## config.mk

```make
export PLATFORM = sky130hd
export DESIGN_NAME = ntp_server_responder
export DESIGN_NICKNAME = d
export VERILOG_FILES = /design/src/hdl/nsr_pkg.sv /design/src/hdl/ntp_server_responder.sv
export SDC_FILE = /design/constraint.sdc
export NUM_CORES = 1
export LEC_CHECK = 0
export ABC_CLOCK_PERIOD_IN_PS = 9700
export BUFFER_PORTS_ARGS = -buffer_cell sky130_fd_sc_hd__buf_2
export CAP_MARGIN = 10
export CELL_PAD_IN_SITES_DETAIL_PLACEMENT = 1
export CELL_PAD_IN_SITES_GLOBAL_PLACEMENT = 2
export CORE_MARGIN = 3
export CORE_UTILIZATION = 44
export CTS_CLUSTER_SIZE = 24
export DETAILED_ROUTE_END_ITERATION = 10
export GPL_ROUTABILITY_DRIVEN = 0
export PLACE_DENSITY = 0.92
export SKIP_LAST_GASP = 1
export SLEW_MARGIN = 25
export SYNTH_ARGS = -nofsm -noshare
export SYNTH_HDL_FRONTEND = slang
export SYNTH_SLANG_ARGS = --single-unit
```

## constraint.sdc

```tcl
create_clock -name clk -period 9.7 [get_ports clk]
set_clock_uncertainty 0.15 [all_clocks]
set_input_delay 2.91 -clock clk [delete_from_list [all_inputs] [get_ports clk]]
set_output_delay 2.91 -clock clk [all_outputs]
set_load 0.01 [all_outputs]
```

## src/hdl/nsr_pkg.sv

```systemverilog
// Shared constants and types for the SNTP server responder.
package nsr_pkg;

	localparam int unsigned KIND_W   = 2;
	localparam int unsigned SEC_W    = 32;
	localparam int unsigned MS_W     = 10;
	localparam int unsigned BYTE_W   = 8;
	localparam int unsigned CNT_W    = 6;
	localparam int unsigned CFG_IDX_W  = 2;
	localparam int unsigned CFG_DATA_W = 32;
	localparam int unsigned PKT_BYTES  = 48;
	localparam int unsigned PKT_BITS   = PKT_BYTES * BYTE_W;
	localparam int unsigned STAMP_W    = 64;

	typedef logic [KIND_W-1:0]     kind_t;
	typedef logic [CFG_IDX_W-1:0]  cfg_idx_t;
	typedef logic [BYTE_W-1:0]     byte_t;
	typedef logic [SEC_W-1:0]      sec_t;
	typedef logic [MS_W-1:0]       ms_t;
	typedef logic [CNT_W-1:0]      cnt_t;

	// item kinds
	localparam kind_t KIND_TICK    = 2'd0;
	localparam kind_t KIND_SET     = 2'd1;
	localparam kind_t KIND_REQUEST = 2'd2;
	localparam kind_t KIND_UNUSED  = 2'd3;

	// register indexes
	localparam cfg_idx_t REG_STRATUM   = 2'd0;
	localparam cfg_idx_t REG_POLL      = 2'd1;
	localparam cfg_idx_t REG_PRECISION = 2'd2;
	localparam cfg_idx_t REG_REF_ID    = 2'd3;

	localparam byte_t RST_STRATUM   = 8'd1;
	localparam byte_t RST_POLL      = 8'd6;
	localparam byte_t RST_PRECISION = 8'hEC;
	localparam logic [31:0] RST_REF_ID = 32'h4C4F4332;

	localparam byte_t MODE_BYTE = 8'h24;
	localparam sec_t  NTP_EPOCH_OFFSET = 32'd2208988800;
	localparam ms_t   MS_MAX = 10'd999;
	localparam cnt_t  CNT_FULL = 6'd48;
	localparam cnt_t  CNT_ORIG = 6'd40;
	localparam cnt_t  CNT_LAST_IDX = 6'd47;

	// 2^32/1000 = 4294967.296: integer part times ms, plus floor(ms*37/125)
	// done as (ms * 1241535) >> 22, exact over 0..999
	localparam logic [31:0] MS_TO_FRAC      = 32'd4294967;
	localparam logic [30:0] FRAC_FINE_MUL   = 31'd1241535;
	localparam int unsigned FRAC_FINE_SHIFT = 22;

endpackage

```

## src/hdl/ntp_server_responder.sv

```systemverilog
// SNTP server responder: clock keeping, request parsing and reply streaming.
// The last request byte passes through the input register and the reply sender before the first reply byte is output.
// Throughput: one item per cycle unless a reply start is held; a reply is 48 bytes, one per cycle while not stalled.
// A packet end that starts a reply while the previous reply is still sending waits
// in the input register until the sender has loaded the last byte of that reply.
// Reset clears the clock, time valid flag, byte count and handshakes; config takes its defaults.
module ntp_server_responder (
	input  logic                     clk,
	input  logic                     arst_n,
	input  logic                     item_valid,
	output logic                     item_stall,
	input  nsr_pkg::kind_t           kind,
	input  logic [31:0]              set_seconds,
	input  logic [9:0]               set_millis,
	input  logic [7:0]               request_byte,
	input  logic                     request_last,
	output logic                     reply_valid,
	input  logic                     reply_stall,
	output logic [7:0]               response_byte,
	output logic                     response_last,
	input  logic                     cfg_valid,
	output logic                     cfg_ready,
	input  nsr_pkg::cfg_idx_t        cfg_index,
	input  logic [nsr_pkg::CFG_DATA_W-1:0] cfg_data
);
	import nsr_pkg::*;

	// configuration
	byte_t       stratum_q;
	byte_t       poll_q;
	byte_t       precision_q;
	logic [31:0] ref_id_q;

	// input register
	logic   valid_s1;
	kind_t  kind_s1;
	sec_t   set_sec_s1;
	ms_t    set_ms_s1;
	byte_t  req_byte_s1;
	logic   req_last_s1;

	// clock and parser state
	sec_t   clock_sec_q;
	ms_t    clock_ms_q;
	logic   time_valid_q;
	cnt_t   bytes_seen_q;
	logic [STAMP_W-1:0] orig_q;

	// reply sender
	logic   send_busy_q;
	cnt_t   send_idx_q;
	logic [STAMP_W-1:0] snap_orig_q;
	sec_t   snap_sec_q;
	logic [31:0] snap_frac_q;

	// output register
	logic   out_valid_q;
	byte_t  out_byte_q;
	logic   out_last_q;

	logic   accept;
	logic   start_reply;
	logic   advance;
	cnt_t   seen_next;
	ms_t    set_ms_clamped;
	logic [30:0] frac_fine;
	logic [31:0] frac_c;
	logic   out_load;
	logic [PKT_BITS-1:0] pkt;
	logic [8:0] bit_off;

	assign cfg_ready = 1'b1;

	always_ff @(posedge clk or negedge arst_n) begin
		if (!arst_n) begin
			stratum_q   <= RST_STRATUM;
			poll_q      <= RST_POLL;
			precision_q <= RST_PRECISION;
			ref_id_q    <= RST_REF_ID;
		end else if (cfg_valid && cfg_ready) begin
			unique case (cfg_index)
				REG_STRATUM:   stratum_q   <= cfg_data[7:0];
				REG_POLL:      poll_q      <= cfg_data[7:0];
				REG_PRECISION: precision_q <= cfg_data[7:0];
				REG_REF_ID:    ref_id_q    <= cfg_data[31:0];
				default: ;
			endcase
		end
	end

	// packet-end decision from the current count
	always_comb begin
		seen_next = (bytes_seen_q < CNT_FULL) ? bytes_seen_q + 6'd1 : bytes_seen_q;
		start_reply = valid_s1 && (kind_s1 == KIND_REQUEST) && req_last_s1 &&
			(seen_next >= CNT_FULL) && time_valid_q && (clock_sec_q != '0);
		set_ms_clamped = (set_ms_s1 > MS_MAX) ? MS_MAX : set_ms_s1;
	end

	// hold a reply start until the sender is free
	assign advance    = valid_s1 && !(start_reply && send_busy_q);
	assign item_stall = valid_s1 && !advance;
	assign accept     = item_valid && !item_stall;

	always_ff @(posedge clk or negedge arst_n) begin
		if (!arst_n) begin
			valid_s1 <= 1'b0;
		end else if (accept) begin
			valid_s1 <= 1'b1;
		end else if (advance) begin
			valid_s1 <= 1'b0;
		end
	end

	always_ff @(posedge clk) begin
		if (accept) begin
			kind_s1     <= kind;
			set_sec_s1  <= set_seconds;
			set_ms_s1   <= set_millis;
			req_byte_s1 <= request_byte;
			req_last_s1 <= request_last;
		end
	end

	always_ff @(posedge clk or negedge arst_n) begin
		if (!arst_n) begin
			clock_sec_q  <= '0;
			clock_ms_q   <= '0;
			time_valid_q <= 1'b0;
			bytes_seen_q <= '0;
		end else if (advance) begin
			unique case (kind_s1)
				KIND_TICK: begin
					if (time_valid_q) begin
						if (clock_ms_q >= MS_MAX) begin
							clock_ms_q  <= '0;
							clock_sec_q <= clock_sec_q + 32'd1;
						end else begin
							clock_ms_q <= clock_ms_q + 10'd1;
						end
					end
				end
				KIND_SET: begin
					clock_sec_q  <= set_sec_s1;
					clock_ms_q   <= set_ms_clamped;
					time_valid_q <= (set_sec_s1 != '0);
				end
				KIND_REQUEST: begin
					bytes_seen_q <= req_last_s1 ? '0 : seen_next;
				end
				KIND_UNUSED: ;
				default: ;
			endcase
		end
	end

	always_ff @(posedge clk) begin
		if (advance && (kind_s1 == KIND_REQUEST) &&
			(bytes_seen_q >= CNT_ORIG) && (bytes_seen_q < CNT_FULL)) begin
			orig_q <= {orig_q[STAMP_W-9:0], req_byte_s1};
		end
	end

	// fraction of a second in 2^-32 units
	always_comb begin
		frac_fine = 31'(clock_ms_q) * FRAC_FINE_MUL;
		frac_c = 32'(clock_ms_q) * MS_TO_FRAC + 32'(frac_fine >> FRAC_FINE_SHIFT);
	end

	// the 48th byte is still on its way into orig_q: take it from the input register
	always_ff @(posedge clk) begin
		if (advance && start_reply) begin
			snap_orig_q <= (bytes_seen_q < CNT_FULL) ?
				{orig_q[STAMP_W-9:0], req_byte_s1} : orig_q;
			snap_sec_q  <= clock_sec_q + NTP_EPOCH_OFFSET;
			snap_frac_q <= frac_c;
		end
	end

	assign out_load = !out_valid_q || !reply_stall;

	always_ff @(posedge clk or negedge arst_n) begin
		if (!arst_n) begin
			send_busy_q <= 1'b0;
			send_idx_q  <= '0;
		end else if (advance && start_reply) begin
			send_busy_q <= 1'b1;
			send_idx_q  <= '0;
		end else if (send_busy_q && out_load) begin
			send_idx_q <= send_idx_q + 6'd1;
			if (send_idx_q == CNT_LAST_IDX) begin
				send_busy_q <= 1'b0;
			end
		end
	end

	assign pkt = {MODE_BYTE, stratum_q, poll_q, precision_q, 64'd0, ref_id_q, 64'd0,
		snap_orig_q, snap_sec_q, snap_frac_q, snap_sec_q, snap_frac_q};
	assign bit_off = 9'(PKT_BITS - BYTE_W) - {send_idx_q, 3'b000};

	always_ff @(posedge clk or negedge arst_n) begin
		if (!arst_n) begin
			out_valid_q <= 1'b0;
		end else if (out_load) begin
			out_valid_q <= send_busy_q;
		end
	end

	always_ff @(posedge clk) begin
		if (out_load && send_busy_q) begin
			out_byte_q <= pkt[bit_off +: BYTE_W];
			out_last_q <= (send_idx_q == CNT_LAST_IDX);
		end
	end

	assign reply_valid   = out_valid_q;
	assign response_byte = out_byte_q;
	assign response_last = out_last_q;

endmodule
```

==> Implementation_results.wiki, run 1 <==
{| class="wikitable"
! Metric !! Value
|-
| TritonCTS clock tree || done
|-
| Root buffer selected by CTS || sky130_fd_sc_hd__clkbuf_16
|-
| Run status || completed
|-
| Category of the worst setup path capture point || flip-flop
|-
| Async SR Flop Fraction || 0.310
|-
| Largest fanout on the critical path || 7
|-
| Cell seen most often among critical-path stages || sky130_fd_sc_hd__fa_1
|-
| Number of enable-type register cells in the synthesized netlist || 254
|-
| Endpoint arrival time on the critical path || 9.45 ns
|-
| Final net count || 2291
|-
| Post-Synthesis Cells || 1799
|-
| Number of global-route vias before repair || 16000
|-
| Overall overflow remaining after global route || 0
|-
| Worst Hold Slack || 0.304 ns
|-
| Synth unique cells || 73
|-
| Number of antenna violations at the first check in global routing || 0
|-
| XOR/XNOR Fraction of Synth Area || 0.0236
|-
| Max stage delay on crit path || 0.57 ns
|-
| CTS clk-pin slew, worst paths || 0.06 ns
|-
| Element type at the critical path start || flip-flop
|-
| Number of top-level design ports || 104
|-
| Clock H-tree levels || 2
|-
| Fmax || 0.108 GHz
|-
| Setup repair after global routing missed its margin || true
|-
| Total core area || 0.0505 mm^2
|-
| Final Hold Vio Count || 0
|-
| Number of nets still failing antenna checks after routing || 0
|-
| Type of the most critical hold path || reg2reg
|-
| DP HPWL || 41700 um
|-
| Highest-count cells in the layout ignoring fill and taps || sky130_fd_sc_hd__edfxtp_1 (254), sky130_fd_sc_hd__inv_1 (207), sky130_fd_sc_hd__ha_1 (188)
|-
| First DRT Iteration DRCs || 899
|-
| Count of port buffers added during placement || 102
|-
| Commonest non-fill, non-tap cell in the layout || sky130_fd_sc_hd__edfxtp_1
|-
| Overall die area || 0.0541 mm^2
|-
| Final setup violating endpoints || 0
|-
| Dominant register cell in the synthesized netlist || sky130_fd_sc_hd__edfxtp_1
|-
| Min cycle time layout || 9.29 ns
|-
| Wire length of the first global-routing pass || 89000 um
|-
| Combinational family with the most area after synthesis || adder cells
|-
| Pin count of the biggest net entering global routing || 74
|-
| Post-synthesis share of cell area spent on full adders, half adders and majority gates || 0.200
|-
| Post-synthesis instance area || 0.0226 mm^2
|-
| Synth Warn # || 0
|-
| Synthesis-to-finish area growth || 11.7%
|-
| Share of the yosys chip area belonging to registers || 0.465
|-
| Fraction of layout cells with a size suffix above 1 || 0.217
|-
| Max-cap viol count || 0
|-
| Startpoint-to-endpoint class of the critical path || reg2reg
|-
| Clock tree sinks || 368
|-
| First-pass DRT Iterations || 5
|-
| Rel. slew slack || 0.403
|-
| Antenna cells || 0
|-
| Clock tree buffer depth || 3
|-
| Num rows || 82
|-
| Clock latency on the worst-skew pair || 0.55 ns
|-
| Required time at the worst-slack endpoint || 9.86 ns
|-
| Compound-Gate Fraction of Synth Area || 0.0860
|-
| Cell with the largest stage delay on the worst path || sky130_fd_sc_hd__fa_1
|-
| Yosys reg bits || 368
|-
| DRC violations left || 0
|-
| Measured slew at the worst slew-check pin || 0.888 ns
|-
| Post-DR wirelength/cell || 21.6 um
|-
| Vias per Instance || 5.62
|-
| Final worst-path cycle share || 0.958
|-
| Fin. max-slew vios || 0
|-
| Number of CTS-inserted buffers || 39
|-
| Total number of vias || 14600
|-
| Multiplexer fraction of the synthesized cell area || 0.113
|-
| Net count after synthesis || 2188
|-
| Total detailed-routing wirelength || 56100 um
|-
| Die X-Extent || 233 um
|-
| All-Layer GR Usage || 0.209
|-
| Starting density of the core || 0.448
|-
| Die extent in y || 233 um
|-
| Simple logic cell fraction of the synthesized area || 0.0645
|-
| Avg Synthesized Cell Area || 12.6 um^2
|}
## metrics by stage
stage,TNS [ns],setup WS (ns),util,cell area (um^2),std cells
4_1_cts,0,0.106,0.498,25100,2598
2_1_floorplan,0,0.694,-,22600,1799
5_1_grt,-0.181,-0.104,0.500,25300,2603
6_report,0,0.407,0.500,25300,2603
3_3_place_gp,0,0.406,0.473,23900,2528
3_5_place_dp,0,0.108,0.473,23900,2528
## layout make-up
type,instances,area [um^2]
Tap cell,672,841
Clock buffer,52,1060
Sequential cell,368,10500
Timing Repair Buffer,135,793
Multi-Input combinational cell,1151,11100
Fill cell,5223,25200
Inverter,207,777
Clock inverter,18,163
## sequential cells by signal, summed over array words and instances, names as in the netlist, 6 cells and up
register / flops
snap_frac_q: 32
ref_id_q: 32
set_ms_s1: 10
snap_sec_q: 32
stratum_q: 8
set_sec_s1: 32
clock_sec_q: 32
poll_q: 8
orig_q: 64
snap_orig_q: 64
send_idx_q: 6
response_byte: 8
clock_ms_q: 10
req_byte_s1: 8
precision_q: 8
bytes_seen_q: 6
## critical path: cells and delay by family, from the launching register on
family | cells | cell delay (ns)
AND/OR/NAND/NOR | 4 | 0.94
XOR/XNOR | 1 | 0.16
flip-flops | 1 | 0.40
buffers and inverters | 4 | 0.30
AO/OA/AOI/OAI | 10 | 2.37
adder cells (fa/ha/maj) | 10 | 4.73
## logic make-up (layout without fill, tap and decap cells)
logic type / after synthesis / in the layout
AOI/OAI and AO/OA: 309 / 309
muxes: 189 / 189
DFF: 368 / 368
buffers and inverters: 280 / 412
xor gates and xnor gates: 61 / 61
other: 1 / 1
adders and majority gates: 297 / 297
and+or+nand+nor: 294 / 294
## repair_timing
action,in CTS,in global routing
buffers inserted,0,3
endpoints found under the hold margin,0,0
hold buffers,0,0
setup endpoints to repair,0,10
resized for setup,0,15
## layer usage
layer / up-vias / part of all wire / track usage
met4: 0 / 0.029 / 0.0606
met5: - / 0 / 0
met1: 7487 / 0.44 / 0.284
li1: 6711 / - / -
met2: 337 / 0.49 / 0.352
met3: 96 / 0.042 / 0.0272
## cell usage after synthesis (7+ instances only)
| cell | number | area [um^2] |
|---|---|---|
| sky130_fd_sc_hd__o21ai_0 | 66 | 330 |
| sky130_fd_sc_hd__nand2b_1 | 8 | 50.1 |
| sky130_fd_sc_hd__dfstp_2 | 22 | 578 |
| sky130_fd_sc_hd__o22a_1 | 9 | 78.8 |
| sky130_fd_sc_hd__and4_1 | 7 | 61.3 |
| sky130_fd_sc_hd__and3_1 | 11 | 68.8 |
| sky130_fd_sc_hd__nor4_1 | 22 | 138 |
| sky130_fd_sc_hd__mux4_2 | 40 | 901 |
| sky130_fd_sc_hd__mux2_2 | 127 | 1430 |
| sky130_fd_sc_hd__buf_1 | 15 | 56.3 |
| sky130_fd_sc_hd__a22o_1 | 8 | 70.1 |
| sky130_fd_sc_hd__clkbuf_1 | 48 | 180 |
| sky130_fd_sc_hd__buf_2 | 7 | 35.0 |
| sky130_fd_sc_hd__a22oi_1 | 10 | 75.1 |
| sky130_fd_sc_hd__and2_1 | 9 | 56.3 |
| sky130_fd_sc_hd__fa_1 | 108 | 2160 |
| sky130_fd_sc_hd__nor3_1 | 15 | 75.1 |
| sky130_fd_sc_hd__a31oi_1 | 9 | 56.3 |
| sky130_fd_sc_hd__inv_1 | 207 | 777 |
| sky130_fd_sc_hd__nor2_1 | 70 | 263 |
| sky130_fd_sc_hd__o21bai_1 | 8 | 60.1 |
| sky130_fd_sc_hd__edfxtp_1 | 254 | 7630 |
| sky130_fd_sc_hd__dfrtp_1 | 92 | 2300 |
| sky130_fd_sc_hd__a21o_1 | 22 | 165 |
| sky130_fd_sc_hd__mux2i_1 | 22 | 220 |
| sky130_fd_sc_hd__a21oi_1 | 106 | 531 |
| sky130_fd_sc_hd__xor2_1 | 20 | 175 |
| sky130_fd_sc_hd__ha_1 | 189 | 2360 |
| sky130_fd_sc_hd__nand3_1 | 32 | 160 |
| sky130_fd_sc_hd__nand4_1 | 18 | 113 |
| sky130_fd_sc_hd__xnor2_1 | 41 | 359 |
| sky130_fd_sc_hd__o22ai_1 | 21 | 131 |
| sky130_fd_sc_hd__nand2_1 | 79 | 297 |
## final timing paths
kind                           startpoint              end  slack (ns)  cells past startpoint
min                        req_byte_s1[6]        orig_q[6]        0.30                      0
min in group asynchronous          arst_n     ref_id_q[12]        2.28                      1
min reg2reg                req_byte_s1[6]        orig_q[6]        0.30                      0
max reg2reg                 clock_ms_q[7]  snap_frac_q[28]        0.41                     29
max                         clock_ms_q[7]  snap_frac_q[28]        0.41                     29
max in group asynchronous          arst_n    clock_ms_q[3]        5.74                      2
Power of run 1 is not shown: default switching activity piles up to over one toggle a cycle in this logic, so the estimate is an artifact.
==> inputs of run 2 (changes only) <==
ABC_AREA = 1   (was not set)
CORE_UTILIZATION = 40   (was 44)
PLACE_DENSITY = 0.93   (was 0.92)
==> run 2 against run 1 <==
Hold slack about the same. Critical endpoint is now snap_frac_q[31]. Critical path depth unchanged. Utilization decreased by 5.2 points. Maximum frequency increased by 7.3%. Highest routed layer unchanged. Critical path type unchanged. Via count increased by 34%. Area after synthesis increased by 8.9%.
==> Implementation_results.wiki, run 2 <==
{| class="wikitable"
! Metric !! Value
|-
| Multiplexer fraction of the synthesized cell area || 0.0110 (-0.102)
|-
| Synth Warn # || 0 (unchanged)
|-
| Final net count || 3260 (+42%)
|-
| Top cells by area in the synthesized netlist || sky130_fd_sc_hd__edfxtp_1 (31%), sky130_fd_sc_hd__nand2_1 (11%), sky130_fd_sc_hd__ha_1 (9.6%)
|-
| Footprint of the flip-flops and latches || 0.0105 mm^2 (about the same)
|-
| Cell with the largest stage delay on the worst path || sky130_fd_sc_hd__fa_1
|-
| Wire length of the first global-routing pass || 116000 um (+30%)
|-
| Setup repair after global routing missed its margin || false
|-
| Required time at the worst-slack endpoint || 9.88 ns (+0.02 ns)
|-
| Final worst-path cycle share || 0.893 (-0.0655)
|-
| Top flop regs || orig_q: 64 flops, snap_orig_q: 64 flops
|-
| First-pass DRT Iterations || 5 (unchanged)
|-
| Post-CTS setup repair buffer count || 0 (unchanged)
|-
| Clock tree buffer depth || 3 (unchanged)
|-
| Largest fanout on the critical path || 12 (+5)
|-
| Number of global-route vias before repair || 21200 (+33%)
|-
| Avg Synthesized Cell Area || 8.83 um^2 (-30%)
|-
| Yosys top cell by area || sky130_fd_sc_hd__edfxtp_1
|-
| Pin count of the biggest net entering global routing || 90 (+22%)
|-
| Async SR Flop Fraction || 0.310 (unchanged)
|-
| Synth unique cells || 50 (-32%)
|-
| Fin. max-slew vios || 0 (unchanged)
|-
| Combinational family with the most area after synthesis || simple AND/OR/NAND/NOR gates
|-
| Post-Synthesis Cells || 2788 (+55%)
|-
| CTS clk-pin slew, worst paths || 0.07 ns (about the same)
|-
| Number of buffers inserted by hold repair at cts || 0 (unchanged)
|-
| Root buffer selected by CTS || sky130_fd_sc_hd__clkbuf_16
|-
| Compound-Gate Fraction of Synth Area || 0.0968 (+0.0108)
|-
| Total core area || 0.0606 mm^2 (+20%)
|-
| Startpoint-to-endpoint class of the critical path || reg2reg
|-
| All-Layer GR Usage || 0.227 (+0.0179)
|-
| Number of enable-type register cells in the synthesized netlist || 254 (unchanged)
|-
| Total Neg Setup Slack || 0 ns (unchanged)
|-
| Layout filler cell count || 7167 (+37%)
|-
| Post-DR wirelength/cell || 19.8 um (-8.4%)
|-
| Yosys reg bits || 368 (unchanged)
|-
| Overall die area || 0.0646 mm^2 (+19%)
|-
| Max stage delay on crit path || 0.76 ns (+0.19 ns)
|-
| Element type at the critical path start || flip-flop
|-
| Worst Hold Slack || 0.304 ns (+0.000422 ns)
|-
| Clock H-tree levels || 2 (unchanged)
|-
| Fraction of layout cells with a size suffix above 1 || 0.0872 (-0.130)
|-
| Dominant register cell in the synthesized netlist || sky130_fd_sc_hd__edfxtp_1
|-
| Net count after synthesis || 3177 (+45%)
|-
| Area taken by multi-input logic gates || 0.0123 mm^2 (+11%)
|-
| Share of the yosys chip area belonging to registers || 0.427 (-0.0381)
|-
| XOR/XNOR Fraction of Synth Area || 0.0203 (-0.00336)
|-
| Measured slew at the worst slew-check pin || 1.00 ns (+0.113 ns)
|-
| Endpoint arrival time on the critical path || 8.83 ns (-0.62 ns)
|-
| Number of top-level design ports || 104 (unchanged)
|-
| Highest-count cells in the layout ignoring fill and taps || sky130_fd_sc_hd__nand2_1 (695), sky130_fd_sc_hd__inv_1 (362), sky130_fd_sc_hd__nor2_1 (273)
|-
| Die X-Extent || 254 um (+9.2%)
|-
| Leading cell type by number of instances after synthesis || sky130_fd_sc_hd__nand2_1
|-
| Commonest non-fill, non-tap cell in the layout || sky130_fd_sc_hd__nand2_1
|-
| Min cycle time layout || 8.66 ns (-0.635 ns)
|-
| Type of the most critical hold path || reg2reg
|-
| Num rows || 90 (+9.8%)
|-
| Synthesis-to-finish area growth || 10.4%
|-
| Vias per Instance || 5.33 (-5.2%)
|-
| Max-cap viol count || 0 (unchanged)
|-
| Portion of synthesized cell area occupied by the leading cell type || 0.310 (-0.0276)
|-
| Post-cts gate resize count || 0 (unchanged)
|-
| Die extent in y || 254 um (+9.2%)
|-
| Post-synthesis share of cell area spent on full adders, half adders and majority gates || 0.184 (-0.0164)
|-
| Overall overflow remaining after global route || 0 (unchanged)
|-
| Starting density of the core || 0.406 (-0.0414)
|-
| Post-route core utilization || 0.448 (-0.0519)
|-
| Total detailed-routing wirelength || 72800 um (+30%)
|-
| Number of cells on the worst hold path || 0 (unchanged)
|-
| Number of CTS-inserted buffers || 40 (+2.6%)
|-
| Rel. slew slack || 0.333 (-0.0697)
|-
| Post-synthesis instance area || 0.0246 mm^2 (+8.9%)
|-
| Number of antenna violations at the first check in global routing || 0 (unchanged)
|-
| Total number of vias || 19600 (+34%)
|-
| Final Hold Vio Count || 0 (unchanged)
|-
| Length in cells of the worst reg-to-reg path || 29 (unchanged)
|-
| Number of nets still failing antenna checks after routing || 0 (unchanged)
|-
| Simple logic cell fraction of the synthesized area || 0.189 (+0.124)
|-
| Cell seen most often among critical-path stages || sky130_fd_sc_hd__nand2_1
|-
| DRC violations left || 0 (unchanged)
|-
| Clock tree sinks || 368 (unchanged)
|-
| Clock latency on the worst-skew pair || 0.57 ns (+0.02 ns)
|-
| Final setup violating endpoints || 0 (unchanged)
|-
| TritonCTS clock tree || done
|-
| First DRT Iteration DRCs || 1313 (+46%)
|-
| Run status || completed
|-
| Count of port buffers added during placement || 102 (unchanged)
|-
| Fmax || 0.116 GHz (+7.3%)
|-
| Category of the worst setup path capture point || flip-flop
|-
| Commonest cells in the synthesized netlist || sky130_fd_sc_hd__nand2_1 (696), sky130_fd_sc_hd__inv_1 (366), sky130_fd_sc_hd__nor2_1 (274)
|-
| DP HPWL || 55200 um (+32%)
|-
| Antenna cells || 0 (unchanged)
|}
## run 2: area by class of cell
cell class                      instances  area share
Multi-Input combinational cell       1957       0.454
Clock inverter                         18     0.00700
Clock buffer                           54      0.0391
Sequential cell                       368       0.387
Inverter                              384      0.0532
Tap cell                              782      0.0360
Timing Repair Buffer                  120      0.0239
## run 2: through the flow
stage                     setup WS (ns)  cell area (um^2)  instances
final                              1.04             27200       3683
after global routing              0.567             27200       3683
after CTS                          1.12             27200       3683
after detailed placement           1.15             25900       3611
after global placement             1.52             25900       3611
after floorplan                    2.25             24600       2788
## run 2: final timing paths
| kind | slack [ns] | end | start |
|---|---|---|---|
| max | 1.04 | snap_frac_q[31] | clock_ms_q[8] |
| min | 0.30 | orig_q[28] | orig_q[20] |
| max reg2reg | 1.04 | snap_frac_q[31] | clock_ms_q[8] |
| min reg2reg | 0.30 | orig_q[28] | orig_q[20] |
| max in group asynchronous | 5.79 | clock_sec_q[29] | arst_n |
| min in group asynchronous | 2.25 | stratum_q[7] | arst_n |
## run 2: critical path: cells and delay by family, from the launching register on
family                   cells  cell delay [ns]
AND/OR/NAND/NOR             13             1.55
flip-flops                   1             0.60
AO/OA/AOI/OAI                2             0.80
adder cells (fa/ha/maj)     10             4.92
buffers and inverters        4             0.38
## run 2: kinds of logic after synthesis
| family | count (synthesis) |
|---|---|
| AND/OR/NAND/NOR | 1146 |
| buffers and inverters | 463 |
| AO/OA/AOI/OAI | 432 |
| flip-flops | 368 |
| adder cells (fa/ha/maj) | 297 |
| XOR/XNOR | 57 |
| multiplexers | 24 |
| other | 1 |
## run 2: routing by layer
layer / GRT usage / up-vias / part of all wire
met5: 0 / - / 0
met4: 0.0506 / 0 / 0.021
met3: 0.0319 / 99 / 0.046
met2: 0.386 / 399 / 0.48
met1: 0.309 / 9789 / 0.45
li1: - / 9333 / -
Power of run 2 is left out for the same reason.
